File: config.mk
export PLATFORM = sky130hd
export DESIGN_NAME = bit_vector_insert_remove_engine
export DESIGN_NICKNAME = d
export VERILOG_FILES = /design/src/rtl/bvire_pkg.sv /design/src/rtl/bvire_ram.sv /design/src/rtl/bvire_word_unit.sv /design/src/rtl/bit_vector_insert_remove_engine.sv
export SDC_FILE = /design/constraint.sdc
export NUM_CORES = 2
export LEC_CHECK = 0
export BUFFER_PORTS_ARGS = -buffer_cell sky130_fd_sc_hd__buf_2
export CORE_ASPECT_RATIO = 0.7
export CORE_MARGIN = 3
export CORE_UTILIZATION = 40
export CTS_CLUSTER_SIZE = 25
export DETAILED_ROUTE_END_ITERATION = 10
export PLACE_DENSITY = 0.59
export RECOVER_POWER = 25
export SKIP_LAST_GASP = 1
export SLEW_MARGIN = 20
export SYNTH_ARGS = -nofsm -noshare
export SYNTH_HDL_FRONTEND = slang
export SYNTH_SLANG_ARGS = --single-unit
File: constraint.sdc
create_clock -name clk -period 7.95 [get_ports clk]
set_input_delay 1.1925 -clock clk [delete_from_list [all_inputs] [get_ports clk]]
set_output_delay 1.1925 -clock clk [all_outputs]
set_load 0.03 [all_outputs]
File: src/rtl/bvire_pkg.sv
// Package for the bit vector insert/remove engine: action, status and state codes.
`default_nettype none
package bvire_pkg;

    typedef enum logic [3:0] {
        ACT_GET    = 4'd0,
        ACT_SET    = 4'd1,
        ACT_UNSET  = 4'd2,
        ACT_TOGGLE = 4'd3,
        ACT_SETALL = 4'd4,
        ACT_INVERT = 4'd5,
        ACT_REMOVE = 4'd6,
        ACT_INSERT = 4'd7,
        ACT_ANY    = 4'd8
    } action_e_t;

    typedef enum logic [1:0] {
        STAT_OK     = 2'd0,
        STAT_RANGE  = 2'd1,
        STAT_RDONLY = 2'd2,
        STAT_CAP    = 2'd3
    } status_e_t;

    typedef enum logic [1:0] {
        S_IDLE,
        S_BIT,
        S_SWEEP,
        S_LAST
    } state_e_t;

    localparam int CFG_DATA_W = 32;
    localparam int FIELD_W    = 11;

endpackage
`default_nettype wire

File: src/rtl/bvire_ram.sv
// Generic synchronous RAM with one write port and two registered read ports.
`default_nettype none
module bvire_ram #(
    parameter int WIDTH = 32,
    parameter int DEPTH = 32
) (
    input  wire logic                     clk,
    input  wire logic                     we,
    input  wire logic [$clog2(DEPTH)-1:0] waddr,
    input  wire logic [WIDTH-1:0]         wdata,
    input  wire logic [$clog2(DEPTH)-1:0] raddr_a,
    output logic      [WIDTH-1:0]         rdata_a,
    input  wire logic [$clog2(DEPTH)-1:0] raddr_b,
    output logic      [WIDTH-1:0]         rdata_b
);

    logic [WIDTH-1:0] mem [DEPTH];

    always_ff @(posedge clk)
    begin
        if (we)
        begin
            mem[waddr] <= wdata;
        end
        rdata_a <= mem[raddr_a];
        rdata_b <= mem[raddr_b];
    end

endmodule
`default_nettype wire

File: src/rtl/bvire_word_unit.sv
// Word update logic: builds one new store word for the sweeping actions.
`default_nettype none
module bvire_word_unit
    import bvire_pkg::*;
#(
    parameter int WORD_BITS = 32,
    parameter int ADDR_W    = 5,
    parameter int CNT_W     = 12
) (
    input  wire action_e_t            op,
    input  wire logic [ADDR_W-1:0]    word_idx,
    input  wire logic [CNT_W-1:0]     pos,
    input  wire logic [CNT_W-1:0]     span,
    input  wire logic [CNT_W-1:0]     len,
    input  wire logic [CNT_W-1:0]     new_len,
    input  wire logic [WORD_BITS-1:0] old_word,
    input  wire logic [WORD_BITS-1:0] prev_word,
    input  wire logic [WORD_BITS-1:0] cur_word,
    output logic      [WORD_BITS-1:0] new_word
);

    localparam int SW = $clog2(WORD_BITS);

    // Mask of the bits of this word whose index lies below limit.
    function automatic logic [WORD_BITS-1:0] below(input logic [CNT_W-1:0] limit,
                                                   input logic [ADDR_W-1:0] w);
        logic [CNT_W-1:0] lw;
        logic [CNT_W-1:0] wx;
        lw = limit >> SW;
        wx = CNT_W'(w);
        if (lw > wx)
        begin
            below = '1;
        end
        else if (lw == wx)
        begin
            below = ~({WORD_BITS{1'b1}} << limit[SW-1:0]);
        end
        else
        begin
            below = '0;
        end
    endfunction

    logic [SW-1:0]          sb;
    logic [SW-1:0]          rsh;
    logic [2*WORD_BITS-1:0] rem_win;
    logic [2*WORD_BITS-1:0] ins_win;
    logic [CNT_W-1:0]       pos_end;
    logic [WORD_BITS-1:0]   lt_pos;
    logic [WORD_BITS-1:0]   lt_len;
    logic [WORD_BITS-1:0]   lt_new;
    logic [WORD_BITS-1:0]   lt_end;

    always_comb
    begin
        sb      = span[SW-1:0];
        rsh     = SW'(0) - sb;
        rem_win = {cur_word, prev_word} >> sb;
        ins_win = {prev_word, cur_word} >> rsh;
        pos_end = pos + span;
        lt_pos  = below(pos, word_idx);
        lt_len  = below(len, word_idx);
        lt_new  = below(new_len, word_idx);
        lt_end  = below(pos_end, word_idx);
        case (op)
            ACT_SETALL: new_word = old_word | lt_len;
            ACT_INVERT: new_word = old_word ^ lt_len;
            ACT_REMOVE: new_word = (old_word & lt_pos)
                                 | (rem_win[WORD_BITS-1:0] & ~lt_pos & lt_new);
            ACT_INSERT: new_word = (old_word & lt_pos)
                                 | (ins_win[WORD_BITS-1:0] & ~lt_end & lt_new);
            default:    new_word = old_word;
        endcase
    end

endmodule
`default_nettype wire

File: src/rtl/bit_vector_insert_remove_engine.sv
// Top level of the bit vector insert/remove engine: control, store and register port.
//
//  Channel   Signals                                    Handshake
//  -------   -----------------------------------------  ------------------------------
//  command   start, action, position, span, busy        beat taken when start & !busy
//  result    done, bit_result, vec_length, status       one-cycle strobe on done
//  config    psel, penable, pwrite, paddr, pwdata,      write at psel&penable&pwrite,
//            prdata, pready                             pready tied high
//
// Rejected, out-of-range, over-capacity and no-op commands answer in the cycle
// after the beat. Get, set, unset and toggle read one store word, pass through
// the bit state, where all but get write the word back, and then register the
// result. Set-all, invert, any-set and the range moves sweep every store word
// through the dual-read RAM, one word a cycle, then finish in the last state.
// Reset clears the length, the read-only flag and the per-word valid bits, so
// the store reads as all zeros at once. The receiver cannot stall: results
// are registered and shown for exactly one cycle.
`default_nettype none
module bit_vector_insert_remove_engine
    import bvire_pkg::*;
#(
    parameter int MAX_BITS  = 1024,
    parameter int WORD_BITS = 32
) (
    input  wire logic                  clk,
    input  wire logic                  rst_n,
    input  wire logic                  start,
    input  wire logic [3:0]            action,
    input  wire logic [FIELD_W-1:0]    position,
    input  wire logic [FIELD_W-1:0]    span,
    output logic                       busy,
    output logic                       done,
    output logic                       bit_result,
    output logic [FIELD_W-1:0]         vec_length,
    output logic [1:0]                 status,
    input  wire logic                  psel,
    input  wire logic                  penable,
    input  wire logic                  pwrite,
    input  wire logic [1:0]            paddr,
    input  wire logic [CFG_DATA_W-1:0] pwdata,
    output logic [CFG_DATA_W-1:0]      prdata,
    output logic                       pready
);

    localparam int NW  = (MAX_BITS + WORD_BITS - 1) / WORD_BITS;
    localparam int AW  = $clog2(NW);
    localparam int SW  = $clog2(WORD_BITS);
    localparam int LW  = $clog2(MAX_BITS + 1);
    localparam int CW  = (LW > FIELD_W) ? LW : FIELD_W;
    localparam int XW  = CW + 1;
    localparam int SAW = CW + 3;

    // Byte address of the read-only register.
    localparam logic [1:0] REG_READ_ONLY = 2'd0;

    // Control and result registers.
    state_e_t        state_reg, state_next;
    action_e_t       op_reg, op_next;
    logic [XW-1:0]   pos_reg, pos_next;
    logic [XW-1:0]   span_reg, span_next;
    logic [XW-1:0]   nlen_reg, nlen_next;
    logic [LW-1:0]   len_reg, len_next;
    logic [AW-1:0]   cnt_reg, cnt_next;
    logic            any_reg, any_next;
    logic            ro_reg;
    logic            done_reg, done_next;
    logic            bit_reg, bit_next;
    logic [FIELD_W-1:0] out_len_reg, out_len_next;
    status_e_t       stat_reg, stat_next;

    // Read pipeline.
    logic            p_valid_reg;
    logic [AW-1:0]   p_word_reg;
    logic            a_vld_reg;
    logic            b_vld_reg;
    logic [WORD_BITS-1:0] prev_reg;
    logic [NW-1:0]   wvalid_reg;

    // Datapath nets.
    action_e_t       act;
    logic            accept;
    logic            rejected;
    logic [XW-1:0]   pos_x, span_x, len_x, pos_min;
    logic [XW-1:0]   pos_word;
    logic [XW-1:0]   reg_word;
    logic [AW-1:0]   w_issue;
    logic            down_sel;
    logic [XW-1:0]   span_sel;
    logic [XW-1:0]   sw_sel;
    logic signed [SAW-1:0] w_sel_s, sw_s, src_s;
    logic            src_ok;
    logic            sweep_rd;
    logic [AW-1:0]   a_addr, b_addr;
    logic            we;
    logic [AW-1:0]   waddr;
    logic [WORD_BITS-1:0] wdata;
    logic [WORD_BITS-1:0] rdata_a, rdata_b;
    logic [WORD_BITS-1:0] a_word, b_word, sweep_word, bit_word;
    logic            old_bit, new_bit;

    assign act      = action_e_t'(action);
    assign accept   = start && !busy;
    assign rejected = ro_reg && (act >= ACT_SET) && (act <= ACT_INSERT);
    assign pos_x    = XW'(position);
    assign span_x   = XW'(span);
    assign len_x    = XW'(len_reg);
    assign pos_min  = (pos_x > len_x) ? len_x : pos_x;
    assign pos_word = pos_x >> SW;
    assign reg_word = pos_reg >> SW;
    assign w_issue  = (op_reg == ACT_INSERT) ? (AW'(NW - 1) - cnt_reg) : cnt_reg;

    // Source word address for the range moves. In idle the same formula, fed word
    // index -1 for remove and WORDS for insert, yields the priming read.
    assign sweep_rd = (state_reg == S_SWEEP);
    assign down_sel = sweep_rd ? (op_reg == ACT_INSERT) : (act == ACT_INSERT);
    assign span_sel = sweep_rd ? span_reg : span_x;
    assign sw_sel   = span_sel >> SW;
    assign sw_s     = $signed(SAW'(sw_sel));
    assign w_sel_s  = sweep_rd ? $signed(SAW'(w_issue))
                               : (down_sel ? $signed(SAW'(NW)) : $signed({SAW{1'b1}}));
    assign src_s    = down_sel ? (w_sel_s - sw_s - $signed(SAW'(|span_sel[SW-1:0])))
                               : (w_sel_s + sw_s + $signed(SAW'(1)));
    assign src_ok   = !src_s[SAW-1] && (src_s < $signed(SAW'(NW)));
    assign b_addr   = src_s[AW-1:0];
    assign a_addr   = sweep_rd ? w_issue : pos_word[AW-1:0];

    // Words never written since reset read as zero.
    assign a_word = a_vld_reg ? rdata_a : '0;
    assign b_word = b_vld_reg ? rdata_b : '0;

    assign old_bit = a_word[pos_reg[SW-1:0]];
    always_comb
    begin
        case (op_reg)
            ACT_SET:    new_bit = 1'b1;
            ACT_UNSET:  new_bit = 1'b0;
            ACT_TOGGLE: new_bit = !old_bit;
            default:    new_bit = old_bit;
        endcase
        bit_word = a_word;
        bit_word[pos_reg[SW-1:0]] = new_bit;
    end

    bvire_word_unit #(
        .WORD_BITS (WORD_BITS),
        .ADDR_W    (AW),
        .CNT_W     (XW)
    ) u_word (
        .op        (op_reg),
        .word_idx  (p_word_reg),
        .pos       (pos_reg),
        .span      (span_reg),
        .len       (len_x),
        .new_len   (nlen_reg),
        .old_word  (a_word),
        .prev_word (prev_reg),
        .cur_word  (b_word),
        .new_word  (sweep_word)
    );

    bvire_ram #(
        .WIDTH (WORD_BITS),
        .DEPTH (NW)
    ) u_store (
        .clk     (clk),
        .we      (we),
        .waddr   (waddr),
        .wdata   (wdata),
        .raddr_a (a_addr),
        .rdata_a (rdata_a),
        .raddr_b (b_addr),
        .rdata_b (rdata_b)
    );

    // Next state, store writes and results.
    always_comb
    begin
        state_next   = state_reg;
        op_next      = op_reg;
        pos_next     = pos_reg;
        span_next    = span_reg;
        nlen_next    = nlen_reg;
        len_next     = len_reg;
        cnt_next     = cnt_reg;
        any_next     = any_reg | (p_valid_reg & (|a_word));
        done_next    = 1'b0;
        bit_next     = bit_reg;
        out_len_next = out_len_reg;
        stat_next    = stat_reg;
        we           = 1'b0;
        waddr        = p_word_reg;
        wdata        = sweep_word;
        unique case (state_reg)
            S_IDLE:
            begin
                if (accept)
                begin
                    op_next      = act;
                    pos_next     = pos_x;
                    span_next    = span_x;
                    nlen_next    = len_x;
                    any_next     = 1'b0;
                    cnt_next     = '0;
                    bit_next     = 1'b0;
                    out_len_next = FIELD_W'(len_reg);
                    stat_next    = STAT_OK;
                    if (rejected)
                    begin
                        done_next = 1'b1;
                        stat_next = STAT_RDONLY;
                    end
                    else
                    begin
                        case (act)
                            ACT_GET, ACT_SET, ACT_UNSET, ACT_TOGGLE:
                            begin
                                if (pos_x >= len_x)
                                begin
                                    done_next = 1'b1;
                                    stat_next = STAT_RANGE;
                                end
                                else
                                begin
                                    state_next = S_BIT;
                                end
                            end
                            ACT_SETALL, ACT_INVERT, ACT_ANY:
                            begin
                                state_next = S_SWEEP;
                            end
                            ACT_REMOVE:
                            begin
                                if (pos_x >= len_x)
                                begin
                                    done_next = 1'b1;
                                    stat_next = STAT_RANGE;
                                end
                                else if (pos_x + span_x > len_x)
                                begin
                                    nlen_next  = pos_x;
                                    state_next = S_SWEEP;
                                end
                                else if (span_x != '0)
                                begin
                                    nlen_next  = len_x - span_x;
                                    state_next = S_SWEEP;
                                end
                                else
                                begin
                                    done_next = 1'b1;
                                end
                            end
                            ACT_INSERT:
                            begin
                                pos_next = pos_min;
                                if (span_x == '0)
                                begin
                                    done_next = 1'b1;
                                end
                                else if (len_x + span_x > XW'(MAX_BITS))
                                begin
                                    done_next = 1'b1;
                                    stat_next = STAT_CAP;
                                end
                                else
                                begin
                                    nlen_next  = len_x + span_x;
                                    state_next = S_SWEEP;
                                end
                            end
                            default:
                            begin
                                done_next = 1'b1;
                            end
                        endcase
                    end
                end
            end
            S_BIT:
            begin
                we         = (op_reg != ACT_GET);
                waddr      = reg_word[AW-1:0];
                wdata      = bit_word;
                done_next  = 1'b1;
                bit_next   = (op_reg == ACT_GET) ? old_bit : (new_bit != old_bit);
                state_next = S_IDLE;
            end
            S_SWEEP:
            begin
                we       = p_valid_reg && (op_reg != ACT_ANY);
                cnt_next = cnt_reg + AW'(1);
                if (cnt_reg == AW'(NW - 1))
                begin
                    state_next = S_LAST;
                end
            end
            S_LAST:
            begin
                we           = (op_reg != ACT_ANY);
                done_next    = 1'b1;
                bit_next     = (op_reg == ACT_ANY) ? any_next : 1'b0;
                len_next     = nlen_reg[LW-1:0];
                out_len_next = FIELD_W'(nlen_reg);
                state_next   = S_IDLE;
            end
            default:
            begin
                state_next = S_IDLE;
            end
        endcase
    end

    always_ff @(posedge clk or negedge rst_n)
    begin
        if (!rst_n)
        begin
            state_reg   <= S_IDLE;
            len_reg     <= '0;
            ro_reg      <= 1'b0;
            done_reg    <= 1'b0;
            p_valid_reg <= 1'b0;
            wvalid_reg  <= '0;
            cnt_reg     <= '0;
        end
        else
        begin
            state_reg   <= state_next;
            len_reg     <= len_next;
            done_reg    <= done_next;
            p_valid_reg <= sweep_rd;
            cnt_reg     <= cnt_next;
            if (we)
            begin
                wvalid_reg[waddr] <= 1'b1;
            end
            if (psel && penable && pwrite)
            begin
                ro_reg <= pwdata[0];
            end
        end
    end

    // Payload registers need no reset.
    always_ff @(posedge clk)
    begin
        op_reg      <= op_next;
        pos_reg     <= pos_next;
        span_reg    <= span_next;
        nlen_reg    <= nlen_next;
        any_reg     <= any_next;
        bit_reg     <= bit_next;
        out_len_reg <= out_len_next;
        stat_reg    <= stat_next;
        p_word_reg  <= w_issue;
        a_vld_reg   <= wvalid_reg[a_addr];
        b_vld_reg   <= src_ok && wvalid_reg[b_addr];
        prev_reg    <= b_word;
    end

    assign busy       = (state_reg != S_IDLE);
    assign done       = done_reg;
    assign bit_result = bit_reg;
    assign vec_length = out_len_reg;
    assign status     = stat_reg;
    assign pready     = 1'b1;
    assign prdata     = (paddr == REG_READ_ONLY) ? CFG_DATA_W'(ro_reg) : '0;

`ifndef SYNTHESIS
    // A result strobe never overlaps an action still in progress.
    assert property (@(posedge clk) disable iff (!rst_n)
        done |-> (state_reg == S_IDLE))
        else $error("result strobe while an action is in progress");

    // Every accepted beat either answers at once or leaves idle.
    assert property (@(posedge clk) disable iff (!rst_n)
        (start && !busy) |=> (done || busy))
        else $error("accepted beat produced neither a result nor work");

    // The store is only written while an action is being worked on.
    assert property (@(posedge clk) disable iff (!rst_n)
        we |-> (state_reg != S_IDLE))
        else $error("store written while idle");

    // The valid length never passes the capacity.
    assert property (@(posedge clk) disable iff (!rst_n)
        XW'(len_reg) <= XW'(MAX_BITS))
        else $error("valid length beyond capacity");
`endif

endmodule
`default_nettype wire
---- Word level (Yosys, flattened, before mapping) ----
Memory sizes are Yosys's and may differ from the RTL's. A register that Yosys moved wholly into a read port is not among the register bits.
Cells that the tools add are included.
storage, ports and cells
  register bits ........................... 146
  memory bits (writable) .................. 1,024
  input port bits ......................... 66
  output and inout bits ................... 49
  word-level logic and storage cells ...... 227
  memories ................................ 1
operators by class
  add/subtract/negate cells ............... 11
  magnitude comparators ................... 17
  equality and inequality tests ........... 35
  shifts and indexed selects .............. 6
  mux-type cells .......................... 81
  bitwise logic cells ..................... 19
  reduce and logical (&&, ||, !) cells .... 36
memories
  memory       words  width  read ports  clocked after memory_dff  wr ports  line             text
  u_store.mem  32     32     2           2                         1         bvire_ram.sv:17  logic [WIDTH-1:0] mem [DEPTH];
operators with widths
  cell                                                                           count
  32-bit two-way mux                                                             11
  32-bit NOT                                                                     6
  32-bit bitwise AND                                                             5
  32-bit OR                                                                      4
  32-bit case mux with 4 select lines                                            1
  32-bit by 5-bit left shift with 32-bit output (first input constant)           4
  64-bit by 5-bit right shift with 32-bit output                                 2
  11-bit two-way mux                                                             6
  12-bit two-way mux                                                             5
  14-bit two-way mux                                                             3
  32-bit bitwise mux                                                             1
  4-bit by 3-bit == test with 1-bit output (second input constant)               8
  32-bit OR reduction                                                            1
  32-bit bitwise XOR                                                             1
  11-bit by 11-bit adder with 12-bit output                                      2
  5-bit by 6-bit less-than comparator with 1-bit output (second input constant)  4
  12-bit case mux with 2 select lines                                            1
  1-bit two-way mux                                                              23
  2-bit two-way mux                                                              11
  11-bit case mux with 2 select lines                                            1
  7-bit by 5-bit == test with 1-bit output                                       3
  7-bit by 5-bit greater-than comparator with 1-bit output                       3
  5-bit two-way mux                                                              4
  4-bit by 2-bit == test with 1-bit output (second input constant)               4
  other kinds (57)                                                               91

---- Depth between registers and ports, before layout ----
  depth in word-level cells ............... 11
  gate-level depth with buffers ........... 23
  depth with buffers taken out ............ 19

---- By module ----
A second synthesis with hierarchy kept.
second synthesis, totals
  cells, all modules ...................... 6,085
  area total of the unflattened synthesis .. 71,496.1 um^2
modules (own cells, without submodules)
  module                           times used  cells each  area an instance (um^2)  sequential area each (um^2)
  bvire_ram                        1           3,450       50,040.5                 32,030.7
  bit_vector_insert_remove_engine  1           1,162       10,772.8                 3,688.5
  bvire_word_unit                  1           1,473       10,682.7                 0.0

---- Worst setup path after synthesis ----
No wires, ideal clock.
  path kind ............................... register to register
  start ................................... register span_reg[1]
  end ..................................... memory u_store.mem[0][25] (data pin)
  setup time .............................. 615 ps
  data arrival time ....................... 6,200 ps
  data required time ...................... 7,335 ps
  setup slack ............................. 1,135 ps
  cell stages (with the launch flop) ...... 24
  path buffers ............................ 5
  clock period less this slack ............ 6,815 ps
  cell sequence ........................... edfxtp_1 -> buf_2 -> buf_2 -> clkinv_1 -> clkbuf_1 -> clkbuf_1 -> fa_1 -> nor2b_1 -> o2111ai_1 -> nand3_1 -> nor2_1 -> nor2b_1 -> o21ai_0 -> nand2b_1 -> xor2_1 -> ha_1 -> and3_1 -> nand3_1 -> nand3b_1 -> a211oi_1 -> clkbuf_1 -> a31oi_1 -> a21oi_1 -> o311ai_0
between the ends
  cells in the longest elaborated chain, start to end .. 11
  elaborated cells between the ends (all ways) .. 19
  those cells by class .................... add/sub: 2; order compare: 1; eq/ne: 1; shift: 3; mux: 4; bitwise: 8
ends and longest elaborated chain
  what                                           line                                    text
  start, declared                                bit_vector_insert_remove_engine.sv:60   logic [XW-1:0] span_reg, span_next;
  start signal, assigned                         bit_vector_insert_remove_engine.sv:348  span_reg <= span_next;
  12-bit by 11-bit adder with 12-bit output      bvire_word_unit.sv:61                   pos_end = pos + span;
  32-bit by 5-bit left shift with 32-bit output  bvire_word_unit.sv:37                   below = ~({WORD_BITS{1'b1}} << limit[SW-1:0]);
  32-bit NOT                                     bvire_word_unit.sv:37
  32-bit two-way mux                             bvire_word_unit.sv:35                   else if (lw == wx)
  32-bit two-way mux                             bvire_word_unit.sv:31                   if (lw > wx)
  32-bit NOT                                     bvire_word_unit.sv:72                   | (ins_win[WORD_BITS-1:0] & ~lt_end & lt_new);
  32-bit bitwise AND (2 in series)               bvire_word_unit.sv:72
  32-bit OR                                      bvire_word_unit.sv:72
  32-bit case mux with 4 select lines *          bvire_word_unit.sv:66                   case (op)
  32-bit two-way mux *                           bit_vector_insert_remove_engine.sv:193  unique case (state_reg)
  net u_store.wdata[25]                          bvire_ram.sv:10                         input wire logic [WIDTH-1:0] wdata,
  end, declared                                  bvire_ram.sv:17
The timed path passes the listed nets; every way through them passes the cells marked *.

---- Worst setup path after layout ----
  start ................................... register state_reg[0]
  end ..................................... memory u_store.mem[12][7] (enable)
between the ends
  cells in the longest elaborated chain, start to end .. 4
  elaborated cells between the ends (all ways) .. 7
  those cells by class .................... eq/ne: 3; mux: 4
ends and longest elaborated chain
  what                                                                              line                                    text
  start, declared                                                                   bit_vector_insert_remove_engine.sv:57   state_e_t state_reg, state_next;
  start signal, assigned                                                            bit_vector_insert_remove_engine.sv:327  state_reg <= state_next;
  2-bit == test / 2-bit by 1-bit == test with 1-bit output (equally long branches)  bit_vector_insert_remove_engine.sv:193
  1-bit case mux with 3 select lines                                                bit_vector_insert_remove_engine.sv:193
  1-bit two-way mux                                                                 bvire_ram.sv:21                         if (we)
  1-bit two-way mux (implied by the code)                                           bvire_ram.sv:23                         mem[waddr] <= wdata;
Several ways; a longest one is shown, not always the timed one.

==> reports/results.md <==
| Result | Value | Unit |
| --- | --- | --- |
| Top Family by Delay on Critical Path | buffers and inverters | - |
| Ys flop type | edfxtp_1 | - |
| Placer's final routability congestion estimate | 0.9830 | - |
| Sequence of cells on the critical path | inv_1 -> nor2_4 -> clkbuf_1 -> nor3_1 -> o21ai_0 -> nor2_4 -> buf_4 | - |
| Clock tree from TritonCTS | done | - |
| Initial antenna violation count | 21 | - |
| Cell area after synthesis | 73600 | µm² |
| Flip-flop count of the largest register, all copies and words added | 1024 | - |
| Arrival time reported for the critical path endpoint | 7.16 | ns |
| Worst hold path depth | 1 | - |
| Period utilisation layout | 85.32 | % |
| Setup Crit Path Kind | flop to flop | - |
| Worst path most repeated cell | nor2_4 | - |
| Placeable core region | 182600 | µm² |
| Hold Fails Final Rpt | 0 | - |
| Final layout net count | 7653 | - |
| Crit path largest cell delay | 2.22 | ns |
| Launching element type of the critical path | flop | - |
| CTS Root Buffer Type | clkbuf_16 | - |
| Cell types with the largest area share after synthesis | edfxtp_1, nand2_1, nand4_1, mux4_2, o211ai_1 | - |
| Clock network latency to the later pin of the worst-skew pair | 0.79 | ns |
| Total number of vias | 66970 | - |
| CTS Hold Buffers Added | 0 | - |
| Overall routing resource usage | 31.04 | % |
| Setup-failing EPs final | 0 | - |
| Warnings, synthesis | 0 | - |
| Slew @ Worst Pin | 3.457 | ns |
| Proportion of synthesized chip area in sequential cells | 48.53 | % |
| Number of optimization iterations in the first detailed-route pass | 6 | - |
| First-pass GRT wire length | 434.4 | mm |
| Post-route antenna net violation count | 0 | - |
| Number of synthesized register bits | 1233 | - |
| Area share of the largest cell type after synthesis | 43.90 | % |
| Highest clock frequency the design can meet | 0.1474 | GHz |
| Required time at the endpoint of the critical path | 8.33 | ns |
| CTS resizes | 0 | - |
| Die extent in y | 364.9 | µm |
| Startpoint of the most critical hold path | wvalid_reg[23] | - |
| Launch point of the critical path | state_reg[0] | - |
| H-tree lvl count | 3 | - |
| Initial Utilization | 40.31 | % |
| Outcome | finished with violations | - |
| Max-cap violations | 20 | - |
| Launch point of the worst reg-to-reg path | state_reg[0] | - |
| Largest net degree at the start of global routing | 158 | - |
| Total Negative Setup Slacks | 0 | ns |
| Number of clock buffers inserted by TritonCTS | 117 | - |
| Final clock skew | 0.04022 | ns |
| Vias per Instance | 6.682 | - |
| Detailed router's first-iteration violation count | 12710 | - |
| Max clock buf depth | 3 | - |
| Crit path max-delay cell type | clkbuf_1 | - |
| Total overflow reported by the global router | 0 | - |
| Headroom to the max-slew limit | -130.4 | % |
| Share of final-layout standard cells stronger than drive strength 1 | 10.01 | % |
| Register with the most flip-flops | u_store.mem | - |
| Vias in the first global route | 59570 | - |
| Post-detailed-routing wire length | 307.2 | mm |
| Number of enable-type register cells in the synthesized netlist | 1076 | - |
| Largest fanout on the critical path | 62 | - |
| Failing checks | capacitance limit, slew limit | - |
| Most area-hungry cell type in the Yosys netlist | edfxtp_1 | - |
| Synthesized area per cell | 9.481 | µm² |
| Top-level I/O count | 115 | - |
| Wire length per cell | 30.65 | µm |
| Synthesized instance count | 7763 | - |
| Number of rows in the core area | 131 | - |
| Post-layout minimum cycle time | 6.783 | ns |
| Postcts setup bufs | 0 | - |
| Final-report max-slew violation count | 652 | - |
| Length in cells of the worst reg-to-reg path | 7 | - |
| Die Wd | 518.7 | µm |
| Worst path bufs/invs | 3 | - |
| RSZ-0062 raised after global routing | no | - |
| P&R area growth vs syn | 9.266 | % |
| Type of the worst min-delay path | flop to flop | - |
| HPWL after detailed placement | 182.7 | mm |
| Remaining DRCs | 0 | - |
| Count of cell instances traversed by the critical path | 7 | - |
| Crit end category | flop | - |
| Clock transition at path regs | 0.07 | ns |
| Die ar. | 189300 | µm² |
| Number of distinct library cell variants in the gate-level netlist after synthesis | 99 | - |
| Async SR Flop Fraction | 4.298 | % |
| Clk sink count | 1233 | - |
| Port-buffer cells | 51 | - |
through the flow:
step           utilization, %  hold WS, ns  cell area, µm²  setup WS [ns]  instances
2_1_floorplan               -       0.4620           73720          1.135       7793
4_1_cts                 44.11       0.4956           80540          1.893      10010
3_5_place_dp            41.90       0.4806           76510          1.785       9788
3_3_place_gp            41.86       0.4779           76440          1.801       9784
6_report                44.05       0.4953           80420          1.167      10020
5_1_grt                 44.03       0.5117           80400         0.8368      10010
synth_stat cells, drive strengths merged, types with 26 or more instances:
cell type and count:
nand2 1769, edfxtp 1076, nand4 483, nand3 430
clkbuf 396, a21oi 383, o21ai 380, buf 335
o211ai 310, nor2 238, o22ai 183, inv 147
ha 133, mux4 132, a31oi 104, dfxtp 104
a211oi 99, mux2i 99, and3 86, nor4 84
a21boi 73, mux2 59, dfrtp 53, and2 52
nor3 51, or4 41, or2 40, nand2b 33
xnor2 30, a21o 28, nor2b 26
layout make-up:
class,count,area [µm²]
Sequential cell,1233,35720
Clock inverter,54,663.1
Fill cell,17440,102200
Tap cell,2460,3078
Clock buffer,170,3371
Timing Repair Buffer,266,2205
Multi-Input combinational cell,5677,34790
Antenna cell,11,27.53
Inverter,152,571.8
per-layer routing:
layer | wire [µm] | global-route usage (%)
met3 | 47250 | 10.61
met1 | 127900 | 46.24
met4 | 11220 | 10.14
met2 | 120800 | 41.53
met5 | 61 | 0
final timing paths:
path | end | slack (ns)
setup / recovery | u_store.mem[12][7] | 1.17
hold / removal | wvalid_reg[23] | 0.50
setup reg to reg | u_store.mem[12][7] | 1.17
hold reg to reg | wvalid_reg[23] | 0.50
max in group asynchronous | len_reg[6] | 4.28
min in group asynchronous | len_reg[5] | 1.67
cells by family after synthesis:
family / synth area share (%)
compound gates: 15.48
xor+xnor: 0.4845
other cells: 0.01020
simple gates: 21.42
mux: 6.354
buf+inv: 5.263
flops: 48.53
fa+ha+maj: 2.451
cells in the final DEF (no fill, tap or decap), types with 25 or more instances in the layout:
master	instances
nand4_1	483
buf_4	164
nor4_1	75
ha_1	132
nand2b_1	31
dfrtp_1	53
nor2_1	208
conb_1	32
a21oi_1	376
xnor2_1	25
mux2_2	51
edfxtp_1	1076
nor2b_1	26
o211ai_1	310
a21o_1	27
o22ai_1	182
and2_1	33
inv_1	147
a21boi_0	54
a211oi_1	99
and3_1	86
dfxtp_1	103
nor2_4	30
o21ai_0	363
a31oi_1	100
mux2i_1	93
buf_12	31
clkbuf_1	70
or4_1	41
nor3_1	43
mux4_2	131
or2_2	39
clkbuf_16	120
nand2_1	1767
nand3_1	429
Power is not shown: default switching activity piles up to over one toggle a cycle in this logic, so the estimate is an artifact.
